**src/hdl/r2y_pkg.sv**
```systemverilog
// shared constants and types of the rgb to yuv 4:2:0 block
package r2y_pkg;

  localparam int NUM_LANES = 4;
  localparam int PIXEL_W   = 32;
  localparam int CHAN_W    = 8;
  localparam int PROD_W    = 24;
  localparam int TERM_W    = PROD_W + 1;
  localparam int SUM_W     = TERM_W + 3;

  // luma weights, 16 fractional bits
  localparam int Y_R = 19595;
  localparam int Y_G = 38470;
  localparam int Y_B = 7471;

  // chroma weights, 16 fractional bits
  localparam int FRAC_BITS = 16;
  localparam int CB_R      = 22117;
  localparam int CB_G      = 43419;
  localparam int CR_G      = 54878;
  localparam int CR_B      = 10658;

  // four terms summed, then 3 more bits of shift: 2 for the block average, 1 more halving
  localparam int CHROMA_SHIFT = FRAC_BITS + 3;
  localparam int CHROMA_OFS   = 128;

  typedef enum logic {
    ORDER_BGR = 1'b0,
    ORDER_RGB = 1'b1
  } pixel_fmt_t;

  typedef struct packed {
    logic       enable;
    pixel_fmt_t pixel_fmt;
  } lane_ctrl_t;

  typedef struct packed {
    logic        [CHAN_W-1:0] luma;
    logic signed [TERM_W-1:0] cb_term;
    logic signed [TERM_W-1:0] cr_term;
  } lane_result_t;

endpackage

```
**src/hdl/rgb32_to_yuv420_block_top.sv**
```systemverilog
// top level of the rgb32 to yuv 4:2:0 converter for one 2x2 pixel block
//
//   channel   handshake             payload
//   -------   -------------------   ------------------------------------------
//   config    pixel_fmt_we          pixel_fmt_data (1 bit, no read-back)
//   input     in_valid / in_stall   pixel_top_left .. pixel_bottom_right
//   output    out_valid / out_stall luma_top_left .. luma_bottom_right,
//                                   chroma_blue, chroma_red
//
// one 2x2 block per cycle while out_stall is low
// stage 1 is four pixel lanes (luma and chroma terms), stage 2 sums the chroma
// terms and holds the output register
// rst (synchronous) clears the pipeline valid bits and sets pixel_fmt to 0
// out_stall freezes the output register; in_stall rises only when both stages
// hold data and the output is stalled
module rgb32_to_yuv420_block_top import r2y_pkg::*; (
  input  logic               clk,
  input  logic               rst,
  input  logic               pixel_fmt_we,
  input  logic               pixel_fmt_data,
  input  logic               in_valid,
  output logic               in_stall,
  input  logic [PIXEL_W-1:0] pixel_top_left,
  input  logic [PIXEL_W-1:0] pixel_top_right,
  input  logic [PIXEL_W-1:0] pixel_bottom_left,
  input  logic [PIXEL_W-1:0] pixel_bottom_right,
  output logic               out_valid,
  input  logic               out_stall,
  output logic [CHAN_W-1:0]  luma_top_left,
  output logic [CHAN_W-1:0]  luma_top_right,
  output logic [CHAN_W-1:0]  luma_bottom_left,
  output logic [CHAN_W-1:0]  luma_bottom_right,
  output logic [CHAN_W-1:0]  chroma_blue,
  output logic [CHAN_W-1:0]  chroma_red
);

  pixel_fmt_t        pixel_fmt;
  logic              lane_valid;
  logic              adv_lane;
  logic              adv_out;
  lane_ctrl_t        lane_ctrl;
  logic [PIXEL_W-1:0] pixel [NUM_LANES];
  lane_result_t      lane_res [NUM_LANES];
  logic [CHAN_W-1:0] luma [NUM_LANES];

  // config register, only bit 0 exists
  always_ff @(posedge clk) begin
    if (rst) begin
      pixel_fmt <= ORDER_BGR;
    end else if (pixel_fmt_we) begin
      pixel_fmt <= pixel_fmt_t'(pixel_fmt_data);
    end
  end

  // output stage moves when empty or when its result is taken
  assign adv_out  = !out_valid || !out_stall;
  // lane stage moves when empty or when it can hand off to the output stage
  assign adv_lane = !lane_valid || adv_out;
  assign in_stall = !adv_lane;

  always_ff @(posedge clk) begin
    if (rst) begin
      lane_valid <= 1'b0;
      out_valid  <= 1'b0;
    end else begin
      if (adv_lane) begin
        lane_valid <= in_valid;
      end
      if (adv_out) begin
        out_valid <= lane_valid;
      end
    end
  end

  // lane registers load on every advance, valid or not
  assign lane_ctrl.enable    = adv_lane;
  assign lane_ctrl.pixel_fmt = pixel_fmt;

  assign pixel[0] = pixel_top_left;
  assign pixel[1] = pixel_top_right;
  assign pixel[2] = pixel_bottom_left;
  assign pixel[3] = pixel_bottom_right;

  for (genvar i = 0; i < NUM_LANES; i++) begin : g_lane
    r2y_lane u_lane (
      .clk    (clk),
      .ctrl   (lane_ctrl),
      .pixel  (pixel[i]),
      .result (lane_res[i])
    );
  end

  r2y_merge u_merge (
    .clk         (clk),
    .enable      (adv_out),
    .lane_res    (lane_res),
    .luma        (luma),
    .chroma_blue (chroma_blue),
    .chroma_red  (chroma_red)
  );

  assign luma_top_left     = luma[0];
  assign luma_top_right    = luma[1];
  assign luma_bottom_left  = luma[2];
  assign luma_bottom_right = luma[3];

endmodule

```
**src/hdl/r2y_lane.sv**
```systemverilog
// one pixel lane: byte unpack, luma and signed 9.16 chroma terms, registered
module r2y_lane import r2y_pkg::*; (
  input  logic               clk,
  input  lane_ctrl_t         ctrl,
  input  logic [PIXEL_W-1:0] pixel,
  output lane_result_t       result
);

  logic [CHAN_W-1:0] r;
  logic [CHAN_W-1:0] g;
  logic [CHAN_W-1:0] b;
  logic [PROD_W-1:0] y_sum;
  logic [PROD_W-1:0] cb_pos;
  logic [PROD_W-1:0] cb_neg;
  logic [PROD_W-1:0] cr_pos;
  logic [PROD_W-1:0] cr_neg;
  lane_result_t      result_next;

  always_comb begin
    if (ctrl.pixel_fmt == ORDER_RGB) begin
      r = pixel[15:8];
      g = pixel[23:16];
      b = pixel[31:24];
    end else begin
      r = pixel[23:16];
      g = pixel[15:8];
      b = pixel[7:0];
    end
  end

  // all weighted sums stay below 2^24
  always_comb begin
    y_sum  = PROD_W'(Y_R * int'(r)) + PROD_W'(Y_G * int'(g)) + PROD_W'(Y_B * int'(b));
    cb_pos = {b, FRAC_BITS'(0)};
    cb_neg = PROD_W'(CB_R * int'(r)) + PROD_W'(CB_G * int'(g));
    cr_pos = {r, FRAC_BITS'(0)};
    cr_neg = PROD_W'(CR_G * int'(g)) + PROD_W'(CR_B * int'(b));
    result_next.luma    = y_sum[PROD_W-1:FRAC_BITS];
    result_next.cb_term = $signed({1'b0, cb_pos}) - $signed({1'b0, cb_neg});
    result_next.cr_term = $signed({1'b0, cr_pos}) - $signed({1'b0, cr_neg});
  end

  always_ff @(posedge clk) begin
    if (ctrl.enable) begin
      result <= result_next;
    end
  end

endmodule

```
**src/hdl/r2y_merge.sv**
```systemverilog
// merge stage: block chroma from the four lane terms, output register
module r2y_merge import r2y_pkg::*; (
  input  logic              clk,
  input  logic              enable,
  input  lane_result_t      lane_res [NUM_LANES],
  output logic [CHAN_W-1:0] luma [NUM_LANES],
  output logic [CHAN_W-1:0] chroma_blue,
  output logic [CHAN_W-1:0] chroma_red
);

  localparam logic signed [SUM_W-1:0] BIAS = SUM_W'(CHROMA_OFS) <<< CHROMA_SHIFT;

  logic signed [SUM_W-1:0] cb_sum;
  logic signed [SUM_W-1:0] cr_sum;

  // biased sums are never negative, so a plain bit slice is the floor shift
  always_comb begin
    cb_sum = BIAS;
    cr_sum = BIAS;
    for (int i = 0; i < NUM_LANES; i++) begin
      cb_sum = cb_sum + SUM_W'(lane_res[i].cb_term);
      cr_sum = cr_sum + SUM_W'(lane_res[i].cr_term);
    end
  end

  always_ff @(posedge clk) begin
    if (enable) begin
      for (int i = 0; i < NUM_LANES; i++) begin
        luma[i] <= lane_res[i].luma;
      end
      chroma_blue <= cb_sum[CHROMA_SHIFT+CHAN_W-1:CHROMA_SHIFT];
      chroma_red  <= cr_sum[CHROMA_SHIFT+CHAN_W-1:CHROMA_SHIFT];
    end
  end

endmodule

```
**config.mk**
```make
export PLATFORM = sky130hd
export DESIGN_NAME = rgb32_to_yuv420_block_top
export DESIGN_NICKNAME = d
export VERILOG_FILES = /design/src/hdl/r2y_pkg.sv /design/src/hdl/rgb32_to_yuv420_block_top.sv /design/src/hdl/r2y_lane.sv /design/src/hdl/r2y_merge.sv
export SDC_FILE = /design/constraint.sdc
export NUM_CORES = 2
export LEC_CHECK = 0
export BUFFER_PORTS_ARGS = -buffer_cell sky130_fd_sc_hd__buf_2
export CAP_MARGIN = 20
export CORE_MARGIN = 10
export CORE_UTILIZATION = 48
export CTS_CLUSTER_SIZE = 16
export DETAILED_ROUTE_END_ITERATION = 8
export HOLD_SLACK_MARGIN = 0.1
export PLACE_DENSITY = 0.66
export SETUP_SLACK_MARGIN = 0.3
export SYNTH_ARGS = -nofsm -noshare
export SYNTH_HDL_FRONTEND = slang
export SYNTH_SLANG_ARGS = --single-unit
```
**constraint.sdc**
```tcl
create_clock -name clk -period 9.7 [get_ports clk]
set_clock_uncertainty 0.15 [all_clocks]
set_input_delay 0.97 -clock clk [delete_from_list [all_inputs] [get_ports clk]]
set_output_delay 0.97 -clock clk [all_outputs]
set_load 0.005 [all_outputs]
```
* Yosys cells after proc, flatten, opt, wreduce, memory -nomap -nowiden
Cells that the tools add are included.
** Storage, ports and cells
- Flip-flop bits (word level) :: 283
- Logic and storage cells :: 99
** Cells by class
- $add $sub $neg :: 32
- $mul :: 28
- Mux-type cells :: 12
- Reductions and logical operators :: 6
** Operators with widths (count)
- adder 24 bit :: 16
- multiplier 15 x 8 -> 23 bit (first input constant) :: 16
- subtractor 24 x 24 -> 25 bit :: 8
- multiplier 13 x 8 -> 21 bit (first input constant) :: 8
- adder 27 x 25 -> 27 bit :: 6
- multiplier 16 x 8 -> 24 bit (first input constant) :: 4
- two-way mux 8 bit :: 12
- adder 27 x 25 -> 27 bit (first input constant) :: 2
- zero test 1 bit :: 4
- logical OR 1 bit :: 2

* Longest topological paths before layout
- Word-level depth :: 4
- Depth in mapped cells :: 46

* By module
From an unflattened synthesis, not the netlist that was laid out.
** Unflattened totals
- Cells, all modules :: 8761
- Area, all modules :: 81772.2 µm²
** Modules (own cells, without submodules)
- r2y_lane (g_lane[0].u_lane) :: instances 1, cells each 2062, area an instance 19015.7 µm², sequential area each 1711.6 µm²
- r2y_lane (g_lane[3].u_lane) :: instances 1, cells each 2017, area an instance 18815.5 µm², sequential area each 1711.6 µm²
- r2y_lane (g_lane[2].u_lane) :: instances 1, cells each 2034, area an instance 18706.7 µm², sequential area each 1711.6 µm²
- r2y_lane (g_lane[1].u_lane) :: instances 1, cells each 1970, area an instance 18357.6 µm², sequential area each 1711.6 µm²
- r2y_merge :: instances 1, cells each 666, area an instance 6762.7 µm², sequential area each 1441.4 µm²
- rgb32_to_yuv420_block_top :: instances 1, cells each 12, area an instance 113.9 µm², sequential area each 60.1 µm²

* Least setup slack after synthesis
No wires, ideal clock.
- Path type :: reg-to-reg
- Start point :: reg pixel_fmt
- End point :: reg g_lane[2].u_lane.result[47] in the netlist's numbering, data pin
- Data arrival time :: 9990 ps
- Slack :: -699 ps
- Stages on the path, launching flop included :: 44
- Buffers on the path :: 4
- Period minus slack after synthesis :: 10399 ps
- Cells stage by stage :: dfxtp_1 buf_2 buf_1 clkbuf_1 clkbuf_1 mux2_2 ha_1 ha_1 inv_1 fa_1 fa_1 inv_1 ha_1 nor3b_1 o21ai_0 a21oi_1 o21a_1 o21ai_0 (+8 left out) fa_1 inv_1 ha_1 or3_1 a221oi_1 nand2b_1 o21bai_1 a21oi_1 xor2_1 ha_1 a21o_1 a21o_1 a21oi_1 nor2b_1 or2_2 a21o_1 a31o_2 xor2_1
** RTL lines
- from (decl) :: line rgb32_to_yuv420_block_top.sv:37 : pixel_fmt_t pixel_fmt;
- from (signal assigned) :: line rgb32_to_yuv420_block_top.sv:51 : pixel_fmt <= pixel_fmt_t'(pixel_fmt_data);
- to (signal assigned) :: line r2y_lane.sv:45 : result <= result_next;
- to (decl) :: line r2y_lane.sv:6 : output lane_result_t result

==> results.md <==
Logic synthesis:
- Of the total synthesized cell area, the portion taken by XOR and XNOR cells is 0.0765.
- Of all cell types, the one taking the most synthesized area is sky130_fd_sc_hd__ha_1.
- By area the synthesized netlist is led by sky130_fd_sc_hd__ha_1 (29%), sky130_fd_sc_hd__fa_1 (23%), sky130_fd_sc_hd__edfxtp_1 (11%), sky130_fd_sc_hd__inv_1 (8.3%), sky130_fd_sc_hd__xnor2_1 (4.8%).
- Of the total synthesized cell area, the portion taken by AND, OR, NAND and NOR gates is 0.0890.
- The multiplexer area fraction after synthesis is 0.0137.
- The area of the mapped netlist is 78900 um^2.
- The area fraction in compound gates after synthesis is 0.112.
- Counting flops and latches in the post-synthesis netlist gives 279.
- The main combinational cell family by area after synthesis is adder cells.
- Counting flops with a built-in enable in the synthesized netlist gives 276.
- The number of instances in the synthesized netlist is 8330.
- The total nets after synthesis is 11200.
- The number of library cell types mapped by synthesis is 102.
- By count the netlist is led by sky130_fd_sc_hd__ha_1 (1816), sky130_fd_sc_hd__inv_1 (1754), sky130_fd_sc_hd__fa_1 (904).
- The warning count from the yosys run is 0.
- The library cell with the highest instance count after synthesis is sky130_fd_sc_hd__ha_1.
- The post-synthesis sequential area ratio is 0.106.
- In the synthesized netlist the dominant register cell turns out to be sky130_fd_sc_hd__edfxtp_1.
- A synthesized cell averages 9.47 um^2.
- The share of synthesized area in the top cell type comes to 0.288.
- The post-synthesis share of cell area spent on full adders, half adders and majority gates is 0.518.
- For this run, asynchronously set or reset flops after synthesis account for 0.

Placement:
- The number of I/O port buffers is 183.
- The estimated wirelength of the detail-placed design is 187 mm.
- The placer congestion estimate is 0.949.

Worst setup path:
- The critical path is of the reg -> reg type.
- The data required time of the critical path is 9.92 ns.
- The critical-path maximum fanout is 6.
- The worst register-to-register path has a setup slack of 0.46 ns.
- The endpoint kind of the worst setup timing path is a flop.
- The arrival time at the worst endpoint is 9.46 ns.
- The largest individual stage delay along the critical path comes from the cell sky130_fd_sc_hd__fa_1.
- In this design, the critical path's most frequently occurring cell is sky130_fd_sc_hd__fa_1.
- STA classifies the critical path startpoint as a flop.
- The highest cell delay on the worst timing path is 0.52 ns.
- Counting cells, the worst reg-to-reg path comes to 39.

Global routing:
- The first global-routing pass estimated 341 mm of wire.
- The overall routing resource usage is 0.237.
- The number of global-route vias before repair is 63100.
- Entering global routing, the biggest net connects 146 pins.
- After global routing the overflow that remains totals 0.
- The number of antenna violations at the first check in global routing is 1.

Routing:
- The initial DRC count is 3159.
- For this run, the detailed router's first-pass iteration total came to 5.
- The wire length per cell after detailed routing is 19.7 um.
- The detailed router placed 60300 vias in this run.
- The overall routed net length is 218 mm.
- In this run the remaining antenna-violating nets after routing total 0.
- The average vias per placed instance is 5.44.
- For this run, design rule violations remaining after detail routing come to 0.

Flow run:
- The count of maximum capacitance violations is 0.

CTS:
- The root buffer cell chosen for the clock tree is sky130_fd_sc_hd__clkbuf_16.
- The insertion delay of the later-clocked pin in the worst-skew pair is 0.62 ns.
- The clock transition at the registers of the reported paths is 0.07 ns.
- The number of sinks on the clock net is 279.
- The number of clock buffers inserted by TritonCTS is 37.
- The H-tree was split into 2 levels.
- The clock passes through at most 3 buffers.
- TritonCTS built the clock tree.

Final layout:
- The multi-input combinational cells in the finished layout cover a total of 65200 um^2.
- Summing all flip-flop and latch instances after layout gives 8350 um^2.
- The number of antenna diodes in the final layout is 0.
- After the last flow step, the layout net total stands at 11700.
- The number of fill cells is 14600.
- Relative to the synthesized area, the layout overhead comes to 11.3%.
- The proportion of layout cells with a drive suffix above 1 is 0.105.

Floorplan:
- Measured along the y axis, the die boundary spans 425 um.
- The initial utilization of the core area, before any placement, comes to 0.484.
- For this design the top-level I/O count stands at 184.
- Row generation in the floorplan step produced 148 rows.
- The placeable core area is 163000 um^2.
- The total die area is 181000 um^2.
- Measured along the x axis, the die boundary spans 425 um.

Timing:
- Setup repair after global routing could not meet its margin everywhere.
- Of the available clock period, the critical path in the final layout requires 0.953.
- Counting I/O delays and the setup requirement, the final critical path takes 9.24 ns.
- Setup violations remaining at the end of the flow were counted as 0.
- Summed over all failing endpoints, the final setup total negative slack is 0 ns.
- The relative slew slack is 0.311.
- The final count of hold timing violations was 0.
- For this run, the top clock speed supported by timing is 108 MHz.
- At the pin with the least slew margin, the transition time is 1.03 ns.
- The max-slew violation count is 0.

Run status:
- The flow ran to the end, and the final reports show no timing, DRC or antenna violations.

Min path:
- The instance count along the most critical hold path is 0.
- The worst hold path class is reg -> reg.
==> cells by family (layout without fill, tap and decap cells) <==
logic type | Yosys count | after routing
mux | 102 | 102
fa+ha+maj | 2725 | 2725
xor+xnor | 683 | 683
compound gates | 1343 | 1343
flops | 279 | 279
simple gates | 1419 | 1419
buf+inv | 1779 | 2352
==> metal layers <==
layer | share of wire | track usage | vias up
met5 | 0.000060 | 0 | -
met4 | 0.039 | 0.0786 | 2
li1 | - | - | 29200
met2 | 0.49 | 0.414 | 1209
met1 | 0.43 | 0.305 | 29500
met3 | 0.043 | 0.0247 | 308
==> critical path: cells and delay by family (launching register included) <==
kind	cells	cell delay, ns
DFF	1	0.35
adders and majority gates	11	4.22
and+or+nand+nor	4	0.79
muxes	1	0.31
buffers and inverters	10	0.93
AOI/OAI and AO/OA	10	1.79
xor gates and xnor gates	3	0.42
==> cell type report <==
type / instances / area share
Multi-Input combinational cell: 6272 / 0.743
Sequential cell: 279 / 0.0952
Clock inverter: 23 / 0.00201
Clock buffer: 43 / 0.0110
Inverter: 1754 / 0.0752
Tap cell: 2175 / 0.0310
Timing Repair Buffer: 532 / 0.0430
==> path summary, 6_finish.rpt <==
check | from | to
setup / recovery | pixel_fmt | g_lane[1].u_lane.result[48]
hold / removal | g_lane[0].u_lane.result[57] | u_merge.luma[31]
setup reg to reg | pixel_fmt | g_lane[1].u_lane.result[48]
hold reg to reg | g_lane[0].u_lane.result[57] | u_merge.luma[31]
==> sequential cells by signal, indices dropped and copies added, names as in the netlist <==
| register | flops |
|---|---|
| u_merge.chroma_red | 8 |
| g_lane.u_lane.result | 228 |
| lane_valid | 1 |
| pixel_fmt | 1 |
| u_merge.luma | 32 |
| u_merge.chroma_blue | 8 |
| out_valid | 1 |
==> what timing repair did <==
item | in CTS | in global routing
hold buffers | 0 | 0
cloned | 2 | 1
hold endpoints to repair | 0 | 0
endpoints found under the setup margin | 16 | 32
resized for setup | 38 | 226
setup buffers | 10 | 38
pin swaps | 6 | 155
==> layout by cell type, fill, tap and decap left out, types with 150 or more instances in the layout <==
cell | synthesis | routed
sky130_fd_sc_hd__o21ai_0 | 236 | 215
sky130_fd_sc_hd__a21o_1 | 150 | 150
sky130_fd_sc_hd__a21oi_1 | 399 | 367
sky130_fd_sc_hd__buf_2 | 2 | 183
sky130_fd_sc_hd__edfxtp_1 | 276 | 276
sky130_fd_sc_hd__inv_1 | 1754 | 1732
sky130_fd_sc_hd__buf_4 | 0 | 327
sky130_fd_sc_hd__fa_1 | 904 | 901
sky130_fd_sc_hd__nor3_1 | 178 | 174
sky130_fd_sc_hd__xnor2_1 | 428 | 427
sky130_fd_sc_hd__nor2_1 | 396 | 391
sky130_fd_sc_hd__ha_1 | 1816 | 1767
sky130_fd_sc_hd__nand2_1 | 279 | 275
sky130_fd_sc_hd__xor2_1 | 250 | 249
==> stage by stage <==
stage / hold slack [ns] / util / area [um^2] / worst slack (ns) / instances
after CTS: 0.256 / 0.529 / 86300 / 0.231 / 11000
after floorplan: 0.250 / - / 79000 / 0.251 / 8330
after global routing: 0.272 / 0.538 / 87800 / -0.00712 / 11100
after detailed placement: 0.255 / 0.520 / 84800 / -0.472 / 11000
after global placement: 0.253 / 0.520 / 84800 / -0.299 / 11000
final: 0.255 / 0.538 / 87800 / 0.457 / 11100
Power is not shown: default switching activity piles up to over one toggle a cycle in this logic, so the estimate is an artifact.
